--- config.mk ---
export PLATFORM = sky130hd
export DESIGN_NAME = double_ended_ring_buffer_flat
export DESIGN_NICKNAME = d
export VERILOG_FILES = /design/src/rtl/derb_pkg.sv /design/src/rtl/derb_if.sv /design/src/rtl/derb_ram.sv /design/src/rtl/derb_ctrl.sv /design/src/rtl/double_ended_ring_buffer.sv /design/src/flat_wrapper.sv
export VERILOG_INCLUDE_DIRS = /design/src /design/src/rtl
export SDC_FILE = /design/constraint.sdc
export NUM_CORES = 1
export LEC_CHECK = 0
export ABC_AREA = 1
export BUFFER_PORTS_ARGS = -buffer_cell sky130_fd_sc_hd__buf_2
export CORE_MARGIN = 4
export CORE_UTILIZATION = 35
export DETAILED_ROUTE_END_ITERATION = 6
export GPL_ROUTABILITY_DRIVEN = 0
export SLEW_MARGIN = 30
export SYNTH_ARGS = -nofsm -noshare
export SYNTH_HDL_FRONTEND = slang
export SYNTH_HIERARCHICAL = 1
export SYNTH_SLANG_ARGS = --single-unit
--- constraint.sdc ---
create_clock -name clk -period 6.4 [get_ports clk]
set_input_delay 1.6 -clock clk [delete_from_list [all_inputs] [get_ports clk]]
set_output_delay 1.6 -clock clk [all_outputs]
set_load 0.1 [all_outputs]
--- src/rtl/double_ended_ring_buffer_assert.svh ---
// Assertion macros used by the ring buffer control RTL.
`ifndef DOUBLE_ENDED_RING_BUFFER_ASSERT_SVH
`define DOUBLE_ENDED_RING_BUFFER_ASSERT_SVH

// Checks that a condition holds at every clock edge outside reset.
`define DERB_ASSERT(lbl, prop, msg) \
  lbl: assert property (@(posedge clk) disable iff (!rst_n) (prop)) \
    else $error(msg);

// Checks that a condition holds in the cycle after a trigger, outside reset.
`define DERB_ASSERT_NEXT(lbl, ante, cons, msg) \
  lbl: assert property (@(posedge clk) disable iff (!rst_n) (ante) |=> (cons)) \
    else $error(msg);

`endif

--- src/rtl/derb_pkg.sv ---
// Shared constants, codes and types of the double-ended ring buffer.
package derb_pkg;

  localparam int DEPTH_DEF  = 16;
  localparam int DATA_W_DEF = 32;
  localparam int ACTION_W   = 3;
  localparam int VALUE_W    = 32;
  localparam int POS_W      = 4;
  localparam int STATUS_W   = 2;
  localparam int FILL_W     = 5;
  localparam int CFG_W      = 5;
  localparam int CAP_RESET  = 16;

  typedef enum logic [ACTION_W-1:0] {
    ACT_PUSH_FRONT = 3'd0,
    ACT_PUSH_BACK  = 3'd1,
    ACT_POP_FRONT  = 3'd2,
    ACT_POP_BACK   = 3'd3,
    ACT_READ_FRONT = 3'd4,
    ACT_READ_BACK  = 3'd5
  } action_t;

  typedef enum logic [STATUS_W-1:0] {
    ST_OK      = 2'd0,
    ST_EMPTY   = 2'd1,
    ST_RANGE   = 2'd2,
    ST_DROPPED = 2'd3
  } status_t;

  typedef struct packed {
    logic                has_data;
    status_t             status;
    logic                overwrote;
    logic [FILL_W-1:0]   fill_count;
    logic                is_full;
  } derb_side_t;

endpackage

--- src/rtl/derb_if.sv ---
// Request and result channel interfaces of the double-ended ring buffer.
interface derb_in_if import derb_pkg::*; ();
  logic                valid;
  logic                ready;
  logic [ACTION_W-1:0] action;
  logic [VALUE_W-1:0]  write_value;
  logic [POS_W-1:0]    position;

  modport source (output valid, output action, output write_value, output position,
                  input ready);
  modport sink (input valid, input action, input write_value, input position,
                output ready);
endinterface

interface derb_out_if import derb_pkg::*; ();
  logic                valid;
  logic                ready;
  logic [VALUE_W-1:0]  read_value;
  logic [STATUS_W-1:0] status;
  logic                overwrote;
  logic [FILL_W-1:0]   fill_count;
  logic                is_full;

  modport source (output valid, output read_value, output status, output overwrote,
                  output fill_count, output is_full, input ready);
  modport sink (input valid, input read_value, input status, input overwrote,
                input fill_count, input is_full, output ready);
endinterface

--- src/rtl/derb_ram.sv ---
// Generic single-write, single-read RAM with registered read data.
module derb_ram #(
  parameter int WIDTH = 32,
  parameter int DEPTH = 16,
  localparam int AW   = (DEPTH > 1) ? $clog2(DEPTH) : 1
) (
  input  logic             clk,
  input  logic             we,
  input  logic [AW-1:0]    waddr,
  input  logic [WIDTH-1:0] wdata,
  input  logic             re,
  input  logic [AW-1:0]    raddr,
  output logic [WIDTH-1:0] rdata
);

  logic [WIDTH-1:0] mem_r [DEPTH];
  logic [WIDTH-1:0] rdata_r;

  always_ff @(posedge clk) begin
    if (we) begin
      mem_r[waddr] <= wdata;
    end
    if (re) begin
      rdata_r <= mem_r[raddr];
    end
  end

  assign rdata = rdata_r;

endmodule

--- src/rtl/derb_ctrl.sv ---
// Pointer, count and capacity control of the ring buffer, with slot access decode.
module derb_ctrl import derb_pkg::*; #(
  parameter int DEPTH      = DEPTH_DEF,
  parameter int DATA_WIDTH = DATA_W_DEF,
  localparam int AW        = (DEPTH > 1) ? $clog2(DEPTH) : 1,
  localparam int CNTW      = $clog2(DEPTH + 1),
  localparam int CW        = (CNTW > CFG_W) ? CNTW : CFG_W
) (
  input  logic                  clk,
  input  logic                  rst_n,
  input  logic                  acc,
  input  logic [ACTION_W-1:0]   action,
  input  logic [VALUE_W-1:0]    write_value,
  input  logic [POS_W-1:0]      position,
  input  logic                  cfg_we,
  input  logic [CFG_W-1:0]      cfg_wdata,
  output logic                  ram_we,
  output logic [AW-1:0]         ram_waddr,
  output logic [DATA_WIDTH-1:0] ram_wdata,
  output logic                  ram_re,
  output logic [AW-1:0]         ram_raddr,
  output derb_side_t            side
);

  localparam int CAP_RST = (CAP_RESET > DEPTH) ? DEPTH : CAP_RESET;

  logic [CW-1:0] cap_r;
  logic [CW-1:0] cnt_r;
  logic [CW-1:0] cnt_nxt;
  logic [AW-1:0] front_r;
  logic [AW-1:0] back_r;
  logic [CW-1:0] front_nxt;
  logic [CW-1:0] back_nxt;
  derb_side_t    side_r;
  derb_side_t    side_nxt;

  logic [CW-1:0] f;
  logic [CW-1:0] b;
  logic [CW:0]   f_inc;
  logic [CW:0]   b_inc;
  logic [CW-1:0] front_up;
  logic [CW-1:0] front_dn;
  logic [CW-1:0] back_up;
  logic [CW-1:0] back_dn;
  logic [CW:0]   rdf_sum;
  logic [CW:0]   rdb_sum;
  logic [CW-1:0] rdf_idx;
  logic [CW-1:0] rdb_idx;
  logic [CW-1:0] cfg_ext;
  logic [CW-1:0] cap_cfg;
  logic          no_cap;
  logic          no_data;
  logic          full;
  logic          out_of_range;
  logic          we_c;
  logic          re_c;
  logic [VALUE_W+DATA_WIDTH-1:0] wval_ext;

  assign f       = CW'(front_r);
  assign b       = CW'(back_r);
  assign f_inc   = (CW+1)'(f) + 1'b1;
  assign b_inc   = (CW+1)'(b) + 1'b1;
  assign front_up = (f_inc >= (CW+1)'(cap_r)) ? '0 : f_inc[CW-1:0];
  assign back_up  = (b_inc >= (CW+1)'(cap_r)) ? '0 : b_inc[CW-1:0];
  assign front_dn = (f == '0) ? cap_r - 1'b1 : f - 1'b1;
  assign back_dn  = (b == '0) ? cap_r - 1'b1 : b - 1'b1;

  assign rdf_sum = (CW+1)'(f) + (CW+1)'(position);
  assign rdb_sum = (CW+1)'(b) + (CW+1)'(cap_r) - 1'b1 - (CW+1)'(position);
  assign rdf_idx = (rdf_sum >= (CW+1)'(cap_r)) ? rdf_sum[CW-1:0] - cap_r : rdf_sum[CW-1:0];
  assign rdb_idx = (rdb_sum >= (CW+1)'(cap_r)) ? rdb_sum[CW-1:0] - cap_r : rdb_sum[CW-1:0];

  assign no_cap       = (cap_r == '0);
  assign no_data      = (cnt_r == '0) || no_cap;
  assign full         = (cnt_r >= cap_r);
  assign out_of_range = (CW'(position) >= cnt_r);

  assign cfg_ext = CW'(cfg_wdata);
  assign cap_cfg = (cfg_ext > CW'(DEPTH)) ? CW'(DEPTH) : cfg_ext;

  assign wval_ext = (VALUE_W+DATA_WIDTH)'(write_value);

  always_comb begin
    front_nxt = f;
    back_nxt  = b;
    cnt_nxt   = cnt_r;
    we_c      = 1'b0;
    re_c      = 1'b0;
    ram_waddr = front_r;
    ram_raddr = front_r;
    side_nxt.has_data  = 1'b0;
    side_nxt.status    = ST_OK;
    side_nxt.overwrote = 1'b0;
    case (action)
      ACT_PUSH_FRONT: begin
        if (no_cap) begin
          side_nxt.status = ST_DROPPED;
        end else begin
          we_c      = 1'b1;
          ram_waddr = front_dn[AW-1:0];
          front_nxt = front_dn;
          if (full) begin
            back_nxt           = front_dn;
            side_nxt.overwrote = 1'b1;
          end else begin
            cnt_nxt = cnt_r + 1'b1;
          end
        end
      end
      ACT_PUSH_BACK: begin
        if (no_cap) begin
          side_nxt.status = ST_DROPPED;
        end else begin
          we_c      = 1'b1;
          ram_waddr = back_r;
          back_nxt  = back_up;
          if (full) begin
            front_nxt          = back_up;
            side_nxt.overwrote = 1'b1;
          end else begin
            cnt_nxt = cnt_r + 1'b1;
          end
        end
      end
      ACT_POP_FRONT: begin
        if (no_data) begin
          side_nxt.status = ST_EMPTY;
        end else begin
          re_c              = 1'b1;
          ram_raddr         = front_r;
          front_nxt         = front_up;
          cnt_nxt           = cnt_r - 1'b1;
          side_nxt.has_data = 1'b1;
        end
      end
      ACT_POP_BACK: begin
        if (no_data) begin
          side_nxt.status = ST_EMPTY;
        end else begin
          re_c              = 1'b1;
          ram_raddr         = back_dn[AW-1:0];
          back_nxt          = back_dn;
          cnt_nxt           = cnt_r - 1'b1;
          side_nxt.has_data = 1'b1;
        end
      end
      ACT_READ_FRONT: begin
        if (no_data) begin
          side_nxt.status = ST_EMPTY;
        end else if (out_of_range) begin
          side_nxt.status = ST_RANGE;
        end else begin
          re_c              = 1'b1;
          ram_raddr         = rdf_idx[AW-1:0];
          side_nxt.has_data = 1'b1;
        end
      end
      ACT_READ_BACK: begin
        if (no_data) begin
          side_nxt.status = ST_EMPTY;
        end else if (out_of_range) begin
          side_nxt.status = ST_RANGE;
        end else begin
          re_c              = 1'b1;
          ram_raddr         = rdb_idx[AW-1:0];
          side_nxt.has_data = 1'b1;
        end
      end
      default: begin
      end
    endcase
    side_nxt.fill_count = FILL_W'(cnt_nxt);
    side_nxt.is_full    = (cnt_nxt == cap_r);
  end

  assign ram_we    = acc && we_c;
  assign ram_re    = acc && re_c;
  assign ram_wdata = wval_ext[DATA_WIDTH-1:0];

  always_ff @(posedge clk) begin
    if (!rst_n) begin
      cap_r   <= CW'(CAP_RST);
      cnt_r   <= '0;
      front_r <= '0;
      back_r  <= '0;
    end else if (cfg_we) begin
      cap_r   <= cap_cfg;
      cnt_r   <= '0;
      front_r <= '0;
      back_r  <= '0;
    end else if (acc) begin
      cnt_r   <= cnt_nxt;
      front_r <= front_nxt[AW-1:0];
      back_r  <= back_nxt[AW-1:0];
    end
  end

  always_ff @(posedge clk) begin
    if (acc) begin
      side_r <= side_nxt;
    end
  end

  assign side = side_r;

`include "double_ended_ring_buffer_assert.svh"

`DERB_ASSERT(a_count_le_cap, cnt_r <= cap_r, "element count exceeds capacity")
`DERB_ASSERT(a_ptrs_in_ring, (front_r == '0 && back_r == '0) || (CW'(front_r) < cap_r && CW'(back_r) < cap_r), "pointer outside ring")
`DERB_ASSERT_NEXT(a_push_grows, acc && !cfg_we && !no_cap && !full && (action == ACT_PUSH_FRONT || action == ACT_PUSH_BACK), cnt_r == CW'($past(cnt_r) + 1'b1), "push into free slot did not grow count")
`DERB_ASSERT_NEXT(a_cfg_empties, cfg_we, cnt_r == '0 && front_r == '0 && back_r == '0, "capacity write did not empty buffer")

endmodule

--- src/rtl/double_ended_ring_buffer.sv ---
// A result is registered in the control stage and slot RAM read data, then in the output stage.
// Throughput: one request per cycle unless stalled, limited by one read and one write RAM port.
// The output stage holds a result under back-pressure while the next request is taken.
// Reset empties the buffer and sets the capacity to 16, limited to DEPTH.
// Slot storage is not cleared by reset.
// Top level of the double-ended ring buffer with overwrite on full.
module double_ended_ring_buffer import derb_pkg::*; #(
  parameter int DEPTH      = DEPTH_DEF,
  parameter int DATA_WIDTH = DATA_W_DEF
) (
  input  logic             clk,
  input  logic             rst_n,
  derb_in_if.sink          in_chan,
  derb_out_if.source       out_chan,
  input  logic             cfg_we,
  input  logic [CFG_W-1:0] cfg_wdata
);

  localparam int AW = (DEPTH > 1) ? $clog2(DEPTH) : 1;

  logic                  acc;
  logic                  adv;
  logic                  v1_r;
  logic                  v1_nxt;
  logic                  out_valid_r;
  logic                  out_valid_nxt;
  logic                  ram_we;
  logic [AW-1:0]         ram_waddr;
  logic [DATA_WIDTH-1:0] ram_wdata;
  logic                  ram_re;
  logic [AW-1:0]         ram_raddr;
  logic [DATA_WIDTH-1:0] ram_rdata;
  logic [VALUE_W+DATA_WIDTH-1:0] rdata_ext;
  derb_side_t            side;
  derb_side_t            res_r;
  logic [VALUE_W-1:0]    value_r;

  derb_ctrl #(
    .DEPTH      (DEPTH),
    .DATA_WIDTH (DATA_WIDTH)
  ) u_ctrl (
    .clk         (clk),
    .rst_n       (rst_n),
    .acc         (acc),
    .action      (in_chan.action),
    .write_value (in_chan.write_value),
    .position    (in_chan.position),
    .cfg_we      (cfg_we),
    .cfg_wdata   (cfg_wdata),
    .ram_we      (ram_we),
    .ram_waddr   (ram_waddr),
    .ram_wdata   (ram_wdata),
    .ram_re      (ram_re),
    .ram_raddr   (ram_raddr),
    .side        (side)
  );

  derb_ram #(
    .WIDTH (DATA_WIDTH),
    .DEPTH (DEPTH)
  ) u_ram (
    .clk   (clk),
    .we    (ram_we),
    .waddr (ram_waddr),
    .wdata (ram_wdata),
    .re    (ram_re),
    .raddr (ram_raddr),
    .rdata (ram_rdata)
  );

  assign adv           = v1_r && (!out_valid_r || out_chan.ready);
  assign in_chan.ready = !v1_r || adv;
  assign acc           = in_chan.valid && in_chan.ready;
  assign v1_nxt        = acc ? 1'b1 : (adv ? 1'b0 : v1_r);
  assign out_valid_nxt = adv ? 1'b1 : (out_chan.ready ? 1'b0 : out_valid_r);
  assign rdata_ext     = (VALUE_W+DATA_WIDTH)'(ram_rdata);

  always_ff @(posedge clk) begin
    if (!rst_n) begin
      v1_r        <= 1'b0;
      out_valid_r <= 1'b0;
    end else begin
      v1_r        <= v1_nxt;
      out_valid_r <= out_valid_nxt;
    end
  end

  always_ff @(posedge clk) begin
    if (adv) begin
      res_r   <= side;
      value_r <= side.has_data ? rdata_ext[VALUE_W-1:0] : '0;
    end
  end

  assign out_chan.valid      = out_valid_r;
  assign out_chan.read_value = value_r;
  assign out_chan.status     = res_r.status;
  assign out_chan.overwrote  = res_r.overwrote;
  assign out_chan.fill_count = res_r.fill_count;
  assign out_chan.is_full    = res_r.is_full;

endmodule
--- src/flat_wrapper.sv ---
// flat-port wrapper written by rule: the top's interface ports become plain ports
module double_ended_ring_buffer_flat import derb_pkg::*;
#(
  parameter int DEPTH      = DEPTH_DEF,
  parameter int DATA_WIDTH = DATA_W_DEF
)
  (clk, rst_n, cfg_we, cfg_wdata, in_chan_valid, in_chan_action, in_chan_write_value, in_chan_position, in_chan_ready, out_chan_valid, out_chan_read_value, out_chan_status, out_chan_overwrote, out_chan_fill_count, out_chan_is_full, out_chan_ready);
  derb_in_if in_chan_i ();
  derb_out_if out_chan_i ();
  input  logic clk;
  input  logic rst_n;
  input  logic cfg_we;
  input  logic [CFG_W-1:0] cfg_wdata;
  input wire logic [$bits(in_chan_i.valid)-1:0] in_chan_valid;
  input wire logic [$bits(in_chan_i.action)-1:0] in_chan_action;
  input wire logic [$bits(in_chan_i.write_value)-1:0] in_chan_write_value;
  input wire logic [$bits(in_chan_i.position)-1:0] in_chan_position;
  output wire logic [$bits(in_chan_i.ready)-1:0] in_chan_ready;
  output wire logic [$bits(out_chan_i.valid)-1:0] out_chan_valid;
  output wire logic [$bits(out_chan_i.read_value)-1:0] out_chan_read_value;
  output wire logic [$bits(out_chan_i.status)-1:0] out_chan_status;
  output wire logic [$bits(out_chan_i.overwrote)-1:0] out_chan_overwrote;
  output wire logic [$bits(out_chan_i.fill_count)-1:0] out_chan_fill_count;
  output wire logic [$bits(out_chan_i.is_full)-1:0] out_chan_is_full;
  input wire logic [$bits(out_chan_i.ready)-1:0] out_chan_ready;
  assign in_chan_i.valid = in_chan_valid;
  assign in_chan_i.action = in_chan_action;
  assign in_chan_i.write_value = in_chan_write_value;
  assign in_chan_i.position = in_chan_position;
  assign in_chan_ready = in_chan_i.ready;
  assign out_chan_valid = out_chan_i.valid;
  assign out_chan_read_value = out_chan_i.read_value;
  assign out_chan_status = out_chan_i.status;
  assign out_chan_overwrote = out_chan_i.overwrote;
  assign out_chan_fill_count = out_chan_i.fill_count;
  assign out_chan_is_full = out_chan_i.is_full;
  assign out_chan_i.ready = out_chan_ready;
  double_ended_ring_buffer #(.DEPTH(DEPTH), .DATA_WIDTH(DATA_WIDTH)) u_core (.clk(clk), .rst_n(rst_n), .in_chan(in_chan_i), .out_chan(out_chan_i), .cfg_we(cfg_we), .cfg_wdata(cfg_wdata));
endmodule
==> Word-level counts from Yosys, hierarchy flattened <==
Memory sizes are Yosys's and may differ from the RTL's. A register that Yosys moved wholly into a read port is not among the register bits.
Cells that the tools add are included.
{ "word_totals": {"out_inout_bits": 43, "latch_bits": 0, "romBits": 0, "memories": 1, "wordCells": 124, "inputBits": 49, "ram_bits": 512, "ff_bits": 71} }
{ "memory_table": {"columns": ["memory", "depth", "word_bits", "read_ports", "rd_clocked_by_memory_dff", "wr", "line_no", "source"], "rows": [
  ["u_core.u_ram.mem_r", 16, 32, 1, 1, 1, "derb_ram.sv:16", "logic [WIDTH-1:0] mem_r [DEPTH];"]
]} }
{ "op_classes": {"n_shift": 0, "eq_ne": 12, "n_mux": 48, "bitwise_logic": 2, "addsub": 13, "div_mod_pow": 0, "mul": 0, "n_reduce_logical": 25, "n_lt_le_gt_ge": 7} }
{ "ops": {"columns": ["op", "count"], "rows": [
  ["4-bit 2-to-1 mux", 21],
  ["4-bit one-hot mux with 3 select lines", 3],
  ["5-bit >= comparator", 4],
  ["5-bit logical NOT", 4],
  ["5-bit 2-to-1 mux", 4],
  ["1-bit 2-to-1 mux", 13],
  ["2-bit != test (second input constant)", 6],
  ["6-bit AND reduction", 2],
  ["4-bit by 1-bit subtractor with 4-bit output (second input constant)", 3],
  ["4-bit by 1-bit adder with 5-bit output (second input constant)", 2],
  ["5-bit one-hot mux with 2 select lines", 1],
  ["2-bit OR reduction", 5],
  ["4-bit one-hot mux with 2 select lines", 1],
  ["4-bit subtractor", 2],
  ["4-bit by 5-bit adder with 6-bit output", 1],
  ["3-bit by 2-bit == test with 1-bit output (second input constant)", 2],
  ["3-bit == test (second input constant)", 2],
  ["6-bit by 5-bit >= comparator with 1-bit output", 1],
  ["2-bit 2-to-1 mux", 3],
  ["2-bit one-hot mux with 3 select lines", 1],
  ["3-bit nonzero test", 2],
  ["6-bit by 1-bit subtractor with 6-bit output (second input constant)", 1],
  ["6-bit by 4-bit subtractor with 6-bit output", 1],
  ["4-bit by 4-bit adder with 5-bit output", 1],
  ["other kinds (13)", 21]
]} }

==> Depth between registers and ports, before layout <==
Gate-level depths: netlist of the first run.
{ "logic_depth": {"ltp_word": 8, "mapped_depth": 30, "depth_no_buf": 27} }

==> By module <==
The synthesis of the first run kept the hierarchy.
{ "modules_own_cells": {"columns": ["mod", "seq_area_each_um2", "cells_per_inst", "instances", "area_per_inst_um2"], "rows": [
  ["derb_ram", 16335.7, 2120, 1, 23050.9],
  ["derb_ctrl", 660.6, 593, 1, 3898.7],
  ["double_ended_ring_buffer", 1271.2, 121, 1, 1591.5]
]} }

==> Worst setup path after synthesis of the first run <==
Ideal clock, no wire load.
{ "synth_path": {"path_type": "input port to flip-flop", "startpoint": "input out_chan_ready", "endpoint": "memory u_core.u_ram.mem_r[12][0], enable pin", "stages": 8, "path_buffers": 0, "arrival_time_ps": 4632, "setup_time_ps": 421, "slack_ps": 1347, "required_ps": 5979, "cell_sequence": "inv_1 nand3_1 nand2_1 inv_1 inv_1 nor2_1 nand3_1 nor2_1"} }
{ "synth_via": {"elab_chain_len": 7} }
{ "synth_lines": {"columns": ["item", "line_no", "source"], "rows": [
  ["start, declared", "flat_wrapper.sv:25", "input wire logic [$bits(out_chan_i.ready)-1:0] out_chan_ready;"],
  ["1-bit logical OR", "double_ended_ring_buffer.sv:71", "assign adv = v1_r && (!out_valid_r || out_chan.ready);"],
  ["1-bit logical AND", "double_ended_ring_buffer.sv:71", null],
  ["1-bit logical OR", "double_ended_ring_buffer.sv:72", "assign in_chan.ready = !v1_r || adv;"],
  ["net in_chan_ready", "flat_wrapper.sv:18", "output wire logic [$bits(in_chan_i.ready)-1:0] in_chan_ready;"],
  ["1-bit logical AND", "double_ended_ring_buffer.sv:73", "assign acc = in_chan.valid && in_chan.ready;"],
  ["net u_core.acc", "double_ended_ring_buffer.sv:21", "logic acc;"],
  ["1-bit logical AND", "derb_ctrl.sv:176", "assign ram_we = acc && we_c;"],
  ["net u_core.ram_we", "double_ended_ring_buffer.sv:27", "logic ram_we;"],
  ["1-bit 2-to-1 mux", "derb_ram.sv:20", "if (we) begin"],
  ["1-bit 2-to-1 mux (not written as such)", "derb_ram.sv:21", "mem_r[waddr] <= wdata;"],
  ["end, declared", "derb_ram.sv:16", null]
]} }
The timed path passes the listed nets, and every way through them passes these cells.

==> Worst setup path in the final report of the first run <==
{ "layout_path": {"startpoint": "input in_chan_position[1]", "endpoint": "register u_core.u_ram.rdata_r[11], in the netlist u_core/u_ram/rdata[11], read port of u_core.u_ram.mem_r, data pin"} }
{ "layout_via": {"elab_chain_len": 6, "elab_cells_between_ends": 18, "classes_between": "4 x add/sub; 3 x order compare; 10 x mux; 1 x reduce/logical"} }
{ "layout_lines": {"columns": ["item", "line_no", "source"], "rows": [
  ["start, declared", "flat_wrapper.sv:17", "input wire logic [$bits(in_chan_i.position)-1:0] in_chan_position;"],
  ["6-bit by 4-bit subtractor with 6-bit output / 4-bit by 4-bit adder with 5-bit output (equally long branches)", "derb_ctrl.sv:69, derb_ctrl.sv:68", null],
  ["6-bit by 5-bit >= comparator with 1-bit output / 5-bit >= comparator (equally long branches)", "derb_ctrl.sv:71, derb_ctrl.sv:70", null],
  ["4-bit 2-to-1 mux, on equally long branches", "derb_ctrl.sv:71, derb_ctrl.sv:70", null],
  ["4-bit 2-to-1 mux, on equally long branches", "derb_ctrl.sv:161, derb_ctrl.sv:150", null],
  ["4-bit 2-to-1 mux, on equally long branches", "derb_ctrl.sv:159, derb_ctrl.sv:148", null],
  ["4-bit one-hot mux with 3 select lines *", "derb_ctrl.sv:94", "case (action)"],
  ["net u_core.ram_raddr[0]", "double_ended_ring_buffer.sv:31", "logic [AW-1:0] ram_raddr;"],
  ["end, declared", "derb_ram.sv:17", "logic [WIDTH-1:0] rdata_r;"]
]} }
Mark *: on every way through the listed nets, which the timed path passes. The rest lies on a longest branch.
A chain may end at the register's enable or synchronous reset.

==> flow_summary.yaml, run 1 <==
cells_and_area:
  area_growth_pct: 13.7
  design_area_sq_um: 32400
  instances_no_fill: 4023
  final_nets: 3011
  drive_gt1_frac: 0.100
logic_synthesis:
  ys_seq_area_frac: 0.640
  ys_types: 41
  synth_enable_flop_cells: 595
  syn_nets: 2939
  yosys.area.top_type: "edfxtp_1"
  ys.warnings.count: 6
  synthDominantCellAreaShare: 0.626
  avgSynthCellArea_sq_um: 10.1
  syn_area_sq_um: 28500
  ys_ff_latch: 615
  ys_async_sr_fraction: 0
  synth_area_leaders: "edfxtp_1 63%, nand2_1 11%, nand3_1 7.5%"
  synth_ff_type: "edfxtp_1"
  synth_cells: 2834
timing:
  post-route-min-period_ns: 5.29
  fin_crit_sh: 0.826
  max_freq_ghz: 0.189
  rsz0062_at_grt: "false"
  finalMaxSlewViolations: 0
  hold_slack_ns: 0.418
  tightest_slew_ns: 0.927
  setup_viol: 0
  tns_ns: 0
  final-hold-violation-count: 0
  slew_headroom: 0.382
  finClkSkew_ns: 0.0171
floorplan:
  core_area_sq_um: 80700
  start_util: 0.354
  io_pins: 92
  num_rows: 104
  die_h_microns: 294
  die_x_microns: 294
  fp.dieArea_sq_um: 86200
min_path:
  hold_class: "flip-flop to flip-flop"
drt:
  dr.pass1.iters: 6
  wl_per_cell_microns: 18.0
  ant_nets: 0
  wl_mm: 72.3
  drt-initial-drc-count: 1592
  vias_per_cell: 4.76
  vias: 19200
  drc: 0
worst_setup_path:
  criticalPathCategory: "primary input to flip-flop"
  cp.arrival_ns: 5.64
  endpoint_kind: "flip-flop"
  crit_path_start_kind: "primary input"
  crit_required_ns: 6.76
  path_max_fanout: 57
run_status:
  status: "finished clean"
placement:
  dp_hpwl_mm: 41.0
  place_inst: 3895
  port_buffers: 91
  detailed_place.area_sq_um: 30200
clock_tree:
  cts_resized: 0
  htree_num_levels: 3
  insertion_delay_ns: 0.61
  clock-sinks: 615
  cts-root-buf: "clkbuf_16"
  cts_setup_buffers: 0
  cts.hold.buffers_added: 0
  clockBufferDepth: 3
  cts_buffers: 69
  path_clk_slew_ns: 0.06
  cts_tree: "yes"
grt:
  grt_first_pass_wirelength_mm: 112
  grt_pass1_vias: 18500
  grt_usage: 0.168
  antenna_found_initial: 6
  overflow: 0
  grt_max_degree: 129
power:
  peakVddDrop_v: 0.000188
  power_leakage_nw: 13.9
  power.density_nw_per_um2: 284
  p_total_w: 0.00920
run:
  max_cap_viol_count: 0
## report_power, final
part | internal [W] | switching [W] | total [W]
logic | 0.000230 | 0.000580 | 0.000810
clock network | 0.00228 | 0.00162 | 0.00390
registers | 0.00447 | 0.0000201 | 0.00449
## cell usage in the layout (no fill, tap or decap), types with 6 or more instances in the layout
cell type,instances
edfxtp_1,595
nor2_1,38
bufinv_16,6
nand4_1,12
nand2_1,850
clkinv_1,11
dfxtp_1,20
clkbuf_1,16
inv_2,12
fa_1,8
xor2_1,14
nor3_1,8
a21oi_1,33
buf_2,91
o21ai_0,38
ha_1,48
nand2_2,6
inv_1,505
nor2_4,17
clkinv_2,11
clkbuf_16,70
nand3_1,430
nor2_2,6
buf_4,31
buf_12,24
## through the flow
step / worst slack [ns] / utilization
after floorplan: 1.35 / -
after global placement: 0.585 / 0.374
after detailed placement: 0.505 / 0.374
after CTS: 1.15 / 0.402
after global routing: 0.714 / 0.402
final: 1.11 / 0.402
## cell type report
| cell class | instances | area, sq um |
|---|---|---|
| diodes | 3 | 7.51 |
| clock buffers | 86 | 1810 |
| clock inverters | 39 | 417 |
| fillers | 7730 | 48200 |
| inverters | 519 | 1960 |
| multi-input cells | 1554 | 7470 |
| flip-flops and latches | 615 | 18300 |
| well taps | 1060 | 1330 |
| repair buffers | 147 | 1180 |
## routing by layer
metal  up-vias  global-route usage  share of wire
met5         -                   0        0.00032
met4         4              0.0542          0.027
met3       142              0.0320          0.066
met2       573               0.275           0.47
met1      9112               0.227           0.44
li1       9326                   -              -
## kinds of logic after synthesis
group / count (synthesis) / share of synthesized area
AO/OA/AOI/OAI: 101 / 0.0200
flip-flops: 615 / 0.640
buffers and inverters: 665 / 0.104
adder cells (fa/ha/maj): 56 / 0.0267
XOR/XNOR: 17 / 0.00522
AND/OR/NAND/NOR: 1380 / 0.204
## Yosys cell counts (2+ instances only)
cell and instances:
xnor2_1 3, nand2_1 854, o21ai_0 38, nor2_2 6, edfxtp_1 595, o21a_1 2, dfxtp_1 20, ha_1 48
nand3_1 430, a21boi_1 2, nand2_4 2, fa_1 8, inv_2 11, buf_1 15, buf_4 38, a22oi_1 5
xor2_1 14, a21oi_1 34, o211ai_1 3, a21boi_0 2, and2_1 2, nor3_1 8, buf_6 33, nand2_2 5
buf_2 42, nand4_1 12, clkbuf_1 17, nor2_1 54, o21ai_1 5, a31oi_1 5, inv_1 507, nand3b_1 5
## worst paths after layout
path	start	end	slack (ns)	cells after the start
min	u_core/u_ctrl/side[5]	u_core/out_chan.fill_count[4]	0.42	0
min reg2reg	u_core/u_ctrl/side[5]	u_core/out_chan.fill_count[4]	0.42	0
max	in_chan_position[1]	u_core/u_ram/rdata[11]	1.11	27
max reg2reg	u_core/u_ctrl/cap_r[2]	u_core/u_ram/rdata[11]	1.55	26
## worst max-delay path, stage by stage
cell and delay [ns]:
buf_2 0.11, inv_1 0.09, fa_1 0.49, ha_1 0.24
fa_1 0.42, xor2_1 0.17, ha_1 0.33, nand2_1 0.07
inv_1 0.06, nand2_1 0.05, nand2_1 0.05, nand2_1 0.07
nand2_1 0.16, nand2_1 0.08, nand2_1 0.06, o21ai_0 0.08
nand2_1 0.07, nand2_1 0.07, nand2_1 0.10, nand2_4 0.15
inv_8 0.38, buf_4 0.33, nand2_1 0.07, nand3_1 0.07
nand3_1 0.08, nand3_1 0.11, nand2_1 0.06
## sequential cells by signal, summed over array words and instances (netlist names)
register / flops
u_core/out_chan.overwrote: 1
u_core/v1_r: 1
u_core/u_ctrl/side: 10
u_core/u_ctrl/back_r: 4
u_core/u_ctrl/cnt_r: 5
u_core/u_ram/rdata: 32
u_core/u_ram/mem_r: 512
u_core/out_chan.fill_count: 5
u_core/out_chan.read_value: 32
u_core/u_ctrl/cap_r: 5
u_core/u_ctrl/front_r: 4
u_core/out_chan.status: 2
u_core/out_chan.is_full: 1
u_core/out_chan.valid: 1
No activity file was read; power rests on OpenSTA's default activity.
==> run 2: changes to the inputs <==
Clock period 6.4 ns to 4.7 ns, I/O delays scaled along.
==> run 2 against run 1 <==
Global-route usage grew 0.11 points. Hold slack better by 0.00077 ns. Critical path depth is the same. Routed wire length grew 2.0%. Core utilization up 1.1 points. Via count increased by 2.4%. Count of clock-buffer cells in the layout up 1. Largest power group unchanged. Sequential cell count is the same. Cell count increased by 2.2%. Critical path type unchanged. Cell area increased by 2.7%.
==> flow_summary.yaml, run 2 (same netlist as run 1, synthesis figures left out) <==
timing:
  rsz0062_at_grt: "false"
  slew_headroom: 0.418
  final-hold-violation-count: 0
  max_freq_ghz: 0.225
  hold_slack_ns: 0.419
  tightest_slew_ns: 0.869
  setup_slack_ns: 0.255
  finalMaxSlewViolations: 0
  setup_viol: 0
  fin_crit_sh: 0.946
  post-route-min-period_ns: 4.45
  tns_ns: 0
  finClkSkew_ns: 0.0389
floorplan:
  num_rows: 104
  start_util: 0.354
  die_x_microns: 294
  fp.dieArea_sq_um: 86200
  die_h_microns: 294
  core_area_sq_um: 80700
  io_pins: 92
power:
  power_leakage_nw: 14.4
  peakVddDrop_v: 0.000237
  sw_frac_of_total: 0.245
  p_clk_frac: 0.404
  internal-power_w: 0.00930
  p_seq_frac: 0.496
  p_sw_w: 0.00302
  comb_power_share: 0.100
  power.density_nw_per_um2: 370
drt:
  wl_per_cell_microns: 18.0
  wl_mm: 73.8
  drt-initial-drc-count: 1629
  dr.pass1.iters: 5
  vias_per_cell: 4.77
  drc: 0
  vias: 19600
  ant_nets: 0
cells_and_area:
  final_cell_mix: "849 x nand2_1, 595 x edfxtp_1, 505 x inv_1, 430 x nand3_1, 98 x buf_4"
  area_growth_pct: 16.8
  instances_no_fill: 4110
  max_flop_register: "u_core/u_ram/mem_r"
  drive_gt1_frac: 0.125
  final_common_cell: "nand2_1"
  final_nets: 3102
  largest_reg_flops: 512
worst_setup_path:
  crit_required_ns: 5.05
  cp.arrival_ns: 4.80
  endpoint_kind: "flip-flop"
  slowest_stage: "fa_1"
  crit_path_start_kind: "primary input"
  crit_buf_inv: 5
  path_max_fanout: 22
  cp_common_cell: "nand2_1"
  crit_family: "adder cells"
  slowest_delay_ns: 0.48
  criticalPathCategory: "primary input to flip-flop"
clock_tree:
  htree_num_levels: 3
  cts_buffers: 68
  cts_tree: "yes"
  cts-root-buf: "clkbuf_16"
  insertion_delay_ns: 0.63
  clockBufferDepth: 3
  path_clk_slew_ns: 0.06
  clock-sinks: 615
grt:
  grt_max_degree: 51
  overflow: 0
  grt_first_pass_wirelength_mm: 112
  grt_usage: 0.169
  grt_pass1_vias: 18800
  antenna_found_initial: 6
placement:
  place_inst: 3981
  port_buffers: 91
  dp_hpwl_mm: 43.2
  post-place-ws_ns: -0.441
run:
  max_cap_viol_count: 0
min_path:
  hold_class: "flip-flop to flip-flop"
run_status:
  status: "finished clean"
## run 2: path summary, 6_finish.rpt
check | depth (start not counted) | slack [ns] | startpoint | end
setup / recovery | 27 | 0.25 | in_chan_position[1] | u_core/u_ram/rdata[23]
hold / removal | 0 | 0.42 | u_core/u_ctrl/side[2] | u_core/out_chan.fill_count[1]
setup reg to reg | 26 | 0.44 | u_core/u_ctrl/cap_r[2] | u_core/u_ram/rdata[23]
hold reg to reg | 0 | 0.42 | u_core/u_ctrl/side[2] | u_core/out_chan.fill_count[1]
## run 2: what timing repair did
action	4_1_cts	5_1_grt
hold buffers	0	0
endpoints found under the setup margin	0	32
setup buffers	0	2
gates resized for setup	0	10
## run 2: area by class of cell
cell class              instances  area [sq um]
repair inverters                1          11.3
clock inverters                34           287
multi-input cells            1554          7490
inverters                     519          1980
fillers                      7694         47300
clock buffers                  87          1770
well taps                    1060          1330
diodes                          2          5.00
repair buffers                238          2190
flip-flops and latches        615         18300
## run 2: power groups by stage
stage	combinational [W]	sequential, W	clock (W)
3_5_place_dp	0.00120	0.00623	0
3_3_place_gp	0.00119	0.00623	0
6_report	0.00123	0.00611	0.00498
2_1_floorplan	0.000717	0.00633	0
4_1_cts	0.00121	0.00611	0.00514
5_1_grt	0.00136	0.00611	0.00538
## run 2: metal layers
| metal | up-vias | part of all wire | GRT usage | routed length (microns) |
|---|---|---|---|---|
| met1 | 9440 | 0.44 | 0.232 | 32500 |
| met5 | - | 0.00038 | 0 | 28 |
| met3 | 118 | 0.066 | 0.0305 | 4860 |
| met2 | 540 | 0.47 | 0.278 | 34700 |
| met4 | 6 | 0.023 | 0.0479 | 1710 |
| li1 | 9520 | - | - | - |
## run 2: metrics by stage
step	total power [W]	util	area, sq um
3_5_place_dp	0.00743	0.386	31100
6_report	0.0123	0.413	33300
2_1_floorplan	0.00705	-	28500
5_1_grt	0.0129	0.413	33300
4_1_cts	0.0125	0.411	33200
3_3_place_gp	0.00742	0.386	31100
==> run 3: changes to the inputs <==
Settings changed: BUFFER_PORTS_ARGS -buffer_cell sky130_fd_sc_hd__buf_2 to -buffer_cell sky130_fd_sc_hd__buf_4, CORE_UTILIZATION 35 to 40.
==> run 3 against run 2 <==
Register-to-register slack hardly changed. Critical path depth stayed put. Cell area is 0.47% higher. Sequential cell count stayed put. Critical path type unchanged. Highest routed layer unchanged.
==> flow_summary.yaml, run 3 (same netlist as run 1, synthesis figures left out) <==
run_status:
  status: "finished clean"
worst_setup_path:
  crit_family: "adder cells"
  crit_buf_inv: 5
  r2r_slack_ns: 0.45
  crit_required_ns: 5.01
  cp.depth: 27
  endpoint_kind: "flip-flop"
  ff2ff_path_depth: 25
  path_max_fanout: 19
  criticalPathCategory: "primary input to flip-flop"
  slowest_stage: "fa_1"
  cp_common_cell: "nand2_1"
  slowest_delay_ns: 0.49
  crit_path_start_kind: "primary input"
  cp.arrival_ns: 4.80
floorplan:
  die_h_microns: 275
  die_x_microns: 275
  io_pins: 92
  start_util: 0.405
  core_area_sq_um: 70400
  num_rows: 97
  fp.dieArea_sq_um: 75700
cells_and_area:
  instances_no_fill: 3981
  drive_gt1_frac: 0.124
  final_common_cell: "nand2_1"
  area_growth_pct: 17.3
  final_nets: 3092
  max_flop_register: "u_core/u_ram/mem_r"
  final_cell_mix: "847 x nand2_1, 595 x edfxtp_1, 506 x inv_1, 430 x nand3_1, 175 x buf_4"
  largest_reg_flops: 512
  design_area_sq_um: 33500
clock_tree:
  path_clk_slew_ns: 0.05
  clockBufferDepth: 3
  insertion_delay_ns: 0.60
  clock-sinks: 615
  cts.hold.buffers_added: 0
  cts_buffers: 69
  htree_num_levels: 3
  cts_tree: "yes"
  cts-root-buf: "clkbuf_16"
drt:
  vias_per_cell: 5.02
  ant_nets: 0
  wl_mm: 74.3
  wl_per_cell_microns: 18.7
  drc: 0
  vias: 20000
  dr.pass1.iters: 5
  drt-initial-drc-count: 1593
timing:
  finalMaxSlewViolations: 0
  finClkSkew_ns: 0.0230
  tns_ns: 0
  tightest_slew_ns: 0.746
  hold_slack_ns: 0.418
  setup_viol: 0
  post-route-min-period_ns: 4.49
  max_freq_ghz: 0.223
  slew_headroom: 0.499
  final-hold-violation-count: 0
  fin_crit_sh: 0.955
  setup_slack_ns: 0.209
power:
  power_leakage_nw: 14.5
  power.density_nw_per_um2: 373
  peakVddDrop_v: 0.000201
placement:
  dp_hpwl_mm: 42.6
  post-place-ws_ns: -0.527
  port_buffers: 91
  detailed_place.area_sq_um: 31000
  place_inst: 3838
min_path:
  whs_path_depth: 0
  hold_class: "flip-flop to flip-flop"
grt:
  grt_max_degree: 50
  grt_pass1_vias: 19300
  grt_usage: 0.191
  overflow: 0
  antenna_found_initial: 5
  grt_first_pass_wirelength_mm: 110
run:
  max_cap_viol_count: 0
[run 3: cell types whose count changed in the layout (fill, tap and decap cells not counted), moves of 5 or more]
cell	delta
buf_12	-5
buf_2	-91
buf_4	+77
clkbuf_16	+10
[run 3: final cells by class]
| type | count | area (sq um) |
|---|---|---|
| multi-input cells | 1555 | 7510 |
| inverters | 519 | 1960 |
| clock inverters | 32 | 251 |
| well taps | 940 | 1180 |
| diodes | 4 | 10.0 |
| flip-flops and latches | 615 | 18300 |
| clock buffers | 89 | 1890 |
| repair buffers | 227 | 2430 |
| fillers | 6428 | 36900 |
[run 3: worst paths after layout]
kind	from	endpoint
setup reg to reg	u_core/u_ctrl/back_r[1]	u_core/u_ram/rdata[2]
hold / removal	u_core/u_ctrl/side[7]	u_core/out_chan.status[0]
setup / recovery	in_chan_position[1]	u_core/u_ram/rdata[2]
hold reg to reg	u_core/u_ctrl/side[7]	u_core/out_chan.status[0]
[run 3: repair_timing]
action,in CTS,in global routing
setup buffers,0,9
endpoints found under the setup margin,0,32
gates resized for setup,0,19
hold endpoints to repair,0,0
[run 3: stage by stage]
stage	util	power (W)
4_1_cts	0.471	0.0126
5_1_grt	0.476	0.0130
2_1_floorplan	-	0.00705
6_report	0.476	0.0125
3_3_place_gp	0.440	0.00741
3_5_place_dp	0.440	0.00743
[run 3: metal layers]
| metal | global-route usage | vias to the layer above | routed length [microns] |
|---|---|---|---|
| met5 | 0 | - | 20 |
| met4 | 0.0689 | 2 | 2120 |
| met3 | 0.0320 | 141 | 4910 |
| met2 | 0.316 | 639 | 35300 |
| met1 | 0.255 | 9716 | 32000 |
| li1 | - | 9493 | - |
[run 3: where the power goes]
| part | internal, W | switching (W) |
|---|---|---|
| Combinational | 0.000430 | 0.000837 |
| Clock | 0.00300 | 0.00211 |
| Sequential | 0.00609 | 0.0000241 |
